$ cat config.mk
export PLATFORM = sky130hd
export DESIGN_NAME = rcmc_ctrl
export DESIGN_NICKNAME = d
export VERILOG_FILES = /design/src/rcmc_pkg.sv /design/src/rcmc_ctrl.sv
export SDC_FILE = /design/constraint.sdc
export NUM_CORES = 1
export LEC_CHECK = 0
export BUFFER_PORTS_ARGS = -buffer_cell sky130_fd_sc_hd__buf_2
export CAP_MARGIN = 20
export CORE_AREA = 2 2 39 41
export DETAILED_ROUTE_END_ITERATION = 10
export DIE_AREA = 0 0 41 43
export GPL_TIMING_DRIVEN = 0
export PLACE_DENSITY_LB_ADDON = 0.12
export RECOVER_POWER = 50
export SLEW_MARGIN = 10
export SYNTH_ARGS = -nofsm -noshare
export SYNTH_HDL_FRONTEND = slang
export SYNTH_SLANG_ARGS = --single-unit
export TNS_END_PERCENT = 30
$ cat constraint.sdc
create_clock -name clk -period 2.2 [get_ports clk]
set_clock_uncertainty 0.2 [all_clocks]
set_input_delay 0.44 -clock clk [delete_from_list [all_inputs] [get_ports clk]]
set_output_delay 0.44 -clock clk [all_outputs]
set_load 0.02 [all_outputs]
$ cat src/rcmc_pkg.sv
// Shared types, codes and helpers for the random contraction minimum cut block.
// Used by the controller, the datapath, the top level and the checker.
package rcmc_pkg;

	localparam int NODE_W = 6;
	localparam int PICK_W = 10;
	localparam int CNT_W = 7;
	localparam int CUT_W = 11;

	localparam logic [CNT_W-1:0] MIN_NODES = 7'd2;
	localparam logic [CNT_W-1:0] STOP_SETS = 7'd2;
	localparam logic [CNT_W-1:0] NODES_RESET = 7'd64;
	localparam logic [CUT_W-1:0] CUT_MAX = 11'h7FF;

	typedef enum logic [1:0] {
		FN_ADD      = 2'd0,
		FN_CONTRACT = 2'd1,
		FN_REPORT   = 2'd2,
		FN_CLEAR    = 2'd3
	} func_t;

	typedef enum logic [1:0] {
		RS_OK   = 2'd0,
		RS_FULL = 2'd1,
		RS_BAD  = 2'd2,
		RS_TWO  = 2'd3
	} status_t;

	typedef struct packed {
		func_t              func;
		logic [NODE_W-1:0]  end_a;
		logic [NODE_W-1:0]  end_b;
		logic [PICK_W-1:0]  edge_pick;
	} req_t;

	typedef struct packed {
		status_t            status;
		logic [NODE_W-1:0]  node_index;
		logic [NODE_W-1:0]  node_label;
		logic [CNT_W-1:0]   sets_left;
		logic [CUT_W-1:0]   cut_edges;
		logic               last;
	} rsp_t;

	typedef enum logic [3:0] {
		S_IDLE,
		S_DECODE,
		S_CT_EDGE,
		S_CT_LAB,
		S_SWEEP,
		S_WALK,
		S_OUT_RD,
		S_OUT_LD,
		S_FINISH
	} state_t;

	typedef struct packed {
		logic take;
		logic cfg_write;
		logic do_add;
		logic do_clear;
		logic chk_contract;
		logic chk_ends;
		logic merge_start;
		logic sweep;
		logic walk_start;
		logic walk;
		logic out_start;
		logic out_read;
		logic load_node;
		logic load_single;
	} dp_cmd_t;

	typedef struct packed {
		func_t func;
		logic  ct_reject;
		logic  ends_bad;
		logic  same_set;
		logic  sweep_done;
		logic  walk_done;
		logic  out_free;
		logic  out_last;
	} dp_sts_t;

	// Node count in use: the register value held within two and the node capacity.
	function automatic logic [CNT_W-1:0] clamp_nodes(input logic [CNT_W-1:0] v,
			input logic [CNT_W-1:0] top);
		logic [CNT_W-1:0] r;
		r = v;
		if (v < MIN_NODES) r = MIN_NODES;
		else if (v > top) r = top;
		return r;
	endfunction

endpackage

$ cat src/rcmc_ctrl.sv
// Sequencing state machine for the minimum cut block.
// Depends on rcmc_pkg; drives the datapath through dp_cmd_t and reads dp_sts_t.
module rcmc_ctrl (
	input  logic              clk,
	input  logic              arst_n,
	input  logic              cmd_valid,
	output logic              cmd_stall,
	input  logic              cfg_valid,
	output logic              cfg_ready,
	input  rcmc_pkg::dp_sts_t sts,
	output rcmc_pkg::dp_cmd_t ctl
);

	rcmc_pkg::state_t state_q, state_d;
	logic idle;

	assign idle = (state_q == rcmc_pkg::S_IDLE);
	assign cmd_stall = !idle;
	assign cfg_ready = idle;

	always_ff @(posedge clk or negedge arst_n) begin
		if (!arst_n) begin
			state_q <= rcmc_pkg::S_IDLE;
		end else begin
			state_q <= state_d;
		end
	end

	always_comb begin
		state_d = state_q;
		unique case (state_q)
			rcmc_pkg::S_IDLE: begin
				if (cmd_valid) state_d = rcmc_pkg::S_DECODE;
			end
			rcmc_pkg::S_DECODE: begin
				unique case (sts.func)
					rcmc_pkg::FN_ADD:      state_d = rcmc_pkg::S_FINISH;
					rcmc_pkg::FN_CONTRACT: state_d = sts.ct_reject ? rcmc_pkg::S_FINISH
					                                               : rcmc_pkg::S_CT_EDGE;
					rcmc_pkg::FN_REPORT:   state_d = rcmc_pkg::S_WALK;
					rcmc_pkg::FN_CLEAR:    state_d = rcmc_pkg::S_FINISH;
					default:               state_d = rcmc_pkg::S_FINISH;
				endcase
			end
			rcmc_pkg::S_CT_EDGE: begin
				state_d = sts.ends_bad ? rcmc_pkg::S_FINISH : rcmc_pkg::S_CT_LAB;
			end
			rcmc_pkg::S_CT_LAB: begin
				state_d = sts.same_set ? rcmc_pkg::S_FINISH : rcmc_pkg::S_SWEEP;
			end
			rcmc_pkg::S_SWEEP: begin
				if (sts.sweep_done) state_d = rcmc_pkg::S_FINISH;
			end
			rcmc_pkg::S_WALK: begin
				if (sts.walk_done) state_d = rcmc_pkg::S_OUT_RD;
			end
			rcmc_pkg::S_OUT_RD: begin
				state_d = rcmc_pkg::S_OUT_LD;
			end
			rcmc_pkg::S_OUT_LD: begin
				if (sts.out_free) begin
					state_d = sts.out_last ? rcmc_pkg::S_IDLE : rcmc_pkg::S_OUT_RD;
				end
			end
			rcmc_pkg::S_FINISH: begin
				if (sts.out_free) state_d = rcmc_pkg::S_IDLE;
			end
			default: state_d = rcmc_pkg::S_IDLE;
		endcase
	end

	always_comb begin
		ctl = '0;
		unique case (state_q)
			rcmc_pkg::S_IDLE: begin
				ctl.take = cmd_valid;
				ctl.cfg_write = cfg_valid;
			end
			rcmc_pkg::S_DECODE: begin
				unique case (sts.func)
					rcmc_pkg::FN_ADD:      ctl.do_add = 1'b1;
					rcmc_pkg::FN_CONTRACT: ctl.chk_contract = 1'b1;
					rcmc_pkg::FN_REPORT:   ctl.walk_start = 1'b1;
					rcmc_pkg::FN_CLEAR:    ctl.do_clear = 1'b1;
					default:               ctl.do_clear = 1'b0;
				endcase
			end
			rcmc_pkg::S_CT_EDGE: ctl.chk_ends = 1'b1;
			rcmc_pkg::S_CT_LAB:  ctl.merge_start = !sts.same_set;
			rcmc_pkg::S_SWEEP:   ctl.sweep = 1'b1;
			rcmc_pkg::S_WALK: begin
				ctl.walk = 1'b1;
				ctl.out_start = sts.walk_done;
			end
			rcmc_pkg::S_OUT_RD:  ctl.out_read = 1'b1;
			rcmc_pkg::S_OUT_LD:  ctl.load_node = sts.out_free;
			rcmc_pkg::S_FINISH:  ctl.load_single = sts.out_free;
			default:             ctl = '0;
		endcase
	end

endmodule

==> results.md <==
- Antenna Cells: 0
- Crit path max fanout: 10
- Syn nets: 92
- Largest register FFs: 4
- Initial DRC count: 9
- Placed Instances: 119
- Antenna violations before repair: 0
- Grt ovf: 0
- Biggest regs: state_q x4
- Gr usage total: 18.7%
- Pin count of the biggest net entering global routing: 11
- Crit path largest cell delay: ~400 ps
- Area Overhead vs Synth: 35.8%
- Clk Latency, worst-skew pair: 230 ps
- Hpwl dp: approximately 1100 microns
- Die width: about 40 microns
- Synthesized area: between 500 and 600 sq um
- Fmax: ~460 MHz
- # nets final: roughly 130
- Root Buffer: clkbuf_4
- Worst path slowest cell: dfrtp_1
- RSZ-0062 raised after global routing: yes
- Avg Inst Size Synth: ~7.3 sq um
- Non-filler cells, final: about 120
- FILL cells: 151
- Cell accounting for the most synthesized area: dfrtp_1
- Critical Path AT: 1540 ps
- Vias per cell: ~5.4
- Syn. warnings: 0
- Max-cap violation count: 0
- Critical Path Start Type: register
- Post-synthesis adder-cell area fraction: approximately 9%
- Simple-gate portion of the synthesized area: approximately 34%
- Hold slack: ~260 ps
- # Post-CTS Setup Buffers: 0
- Wirelength per Cell: between 10 and 15 microns
- Final WS setup: 21.4 ps
- Max Root-Sink Buffers: 2
- GP Congestion: 0.802
- Vias in the first global route: around 560
- Top cells by area, synth: dfrtp_1, ha_1, inv_1, nor2_1, nor2b_1
- #FFs+latches synth: 4
- Compound-Gate Fraction of Synth Area: between 20% and 30%
- # H-tree levels: 1
- Power Density: roughly 1100 nW/um^2
- Rows: 14
- Starting Density: 39.6%
- Reg2Reg Setup Slack: 380 ps
- Ordered cell list for the critical path: buf_1, nor2_1, and3_1, buf_2
- Setup WS pre-CTS: roughly 84 ps
- Mux share of post-synthesis cell area: under 10%
- Synth top cells by count: inv_1, nor2_1, nand2_1, o21ai_0
- Final Critical Period: approximately 2200 ps
- Critical path's top delay family: simple AND/OR/NAND/NOR gates
- Largest family of logic cells by synthesized area: simple AND/OR/NAND/NOR gates
- CTS tree: done
- Register area share after synthesis: between 10% and 20%
- Share of flip-flops with an asynchronous set or reset: 100%
- Crit path buffers/inverters: 2
- Drt pass-1 iters: 4
- First-pass GRT wire length: 2280 microns
- Tcrit/Tclk final: just under 100%
- Post-route DRC: 0
- CP Class: register to primary output
- Slew Viols, Final: 0
- WL final: 1390 microns
- Die height: around 43 microns
- Hold/Removal Path Class: primary input to register
- Final core occ: a little over half
- Clock-pin slew on the worst setup and hold paths: 40 ps
- Worst EP required: about 1600 ps
- Post-synth top area share: roughly 18%
- Slew HR: 68.3%
- EDFF count, synth: 0
- Hold Violations, Final: 0
- # IOs: 29
- Most flop-heavy register: state_q
- CTS buffer count: 3
- Final ANT Viol Nets: 0
- Primary FF master, synth: dfrtp_1
- Xor/xnor share of the synthesized area: 0%
- Routed via count: around 660
- Peak supply drop: between 400 and 500 uV
- Crit path capture type: primary output
- Setup violations, final: 0
- Core Region: approximately 1400 sq um
- Layout cells sized above 1: between 30% and 40%
- Netlist cell types: 34
- Num Clock Sinks: 4
- Status: complete, no violations
- Synth Instances: 75
- PortBufs: 28
- Slew @ Worst Pin: about 460 ps
- TNS Setup: 0 ps
- Die ar.: between 1500 and 2000 sq um
- Leakage: ~0.40 nW
power by group:
group / total (mW) / internal (mW) / switching (mW)
sequential: 0.146 / 0.106 / 0.0400
clock: 0.0903 / 0.0610 / 0.0293
combinational: 0.575 / 0.219 / 0.356
total: 0.811 / 0.386 / 0.426
area by class of cell:
cell class	count	area [sq um]	area share, %
sequential	4	103	13.8
tap	16	20.0	2.69
clock buffer	3	22.5	3.03
multi-input combinational	58	395	53.1
buffer	4	21.3	2.86
timing repair buffer	29	149	20.0
inverter	9	33.8	4.54
path summary, 6_finish.rpt:
| path | to | from | depth (start not counted) |
|---|---|---|---|
| worst max register to register | state_q[3] | state_q[0] | 4 |
| worst min-delay path | state_q[1] | sts[1] | 2 |
| worst min register to register | state_q[3] | state_q[3] | 3 |
| worst max-delay path | ctl[12] | state_q[3] | 4 |
| min in group asynchronous | state_q[0] | arst_n | 2 |
| max in group asynchronous | state_q[2] | arst_n | 2 |
stage by stage:
step	area [sq um]	power, mW
floorplan	548	0.555
global placement	708	0.709
detailed placement	708	0.708
CTS	747	0.812
global route	744	0.892
finish	744	0.811
per-layer routing:
layer	vias up	wire length (microns)	global-route usage, %	share of wire (%)
met5	-	0	0	0
met4	0	0	6.00	0
met3	0	110	4.71	7.9
met2	25	687	28.7	49
met1	308	594	24.7	43
li1	330	-	-	-
cells by family after synthesis:
kind of cell	Yosys count
AO/OA/AOI/OAI	18
adder cells (fa/ha/maj)	4
buffers and inverters	13
flip-flops	4
multiplexers	2
AND/OR/NAND/NOR	34
placed cells by master (no fill, tap or decap), types with 3 or more instances in the layout:
cell      instances
nor2b_1           4
nor2_1            8
inv_1             8
clkbuf_4          3
and2_1            3
ha_1              4
nand2_1           5
o21ai_0           5
buf_2            28
nor4_1            3
what timing repair did:
action                                  4_1_cts  5_1_grt
endpoints found under the setup margin        4       10
hold buffers                                  1        0
hold endpoints to repair                      4        0
gates resized for setup                       2        2
Note: power is estimated with default switching activity, not from simulation.
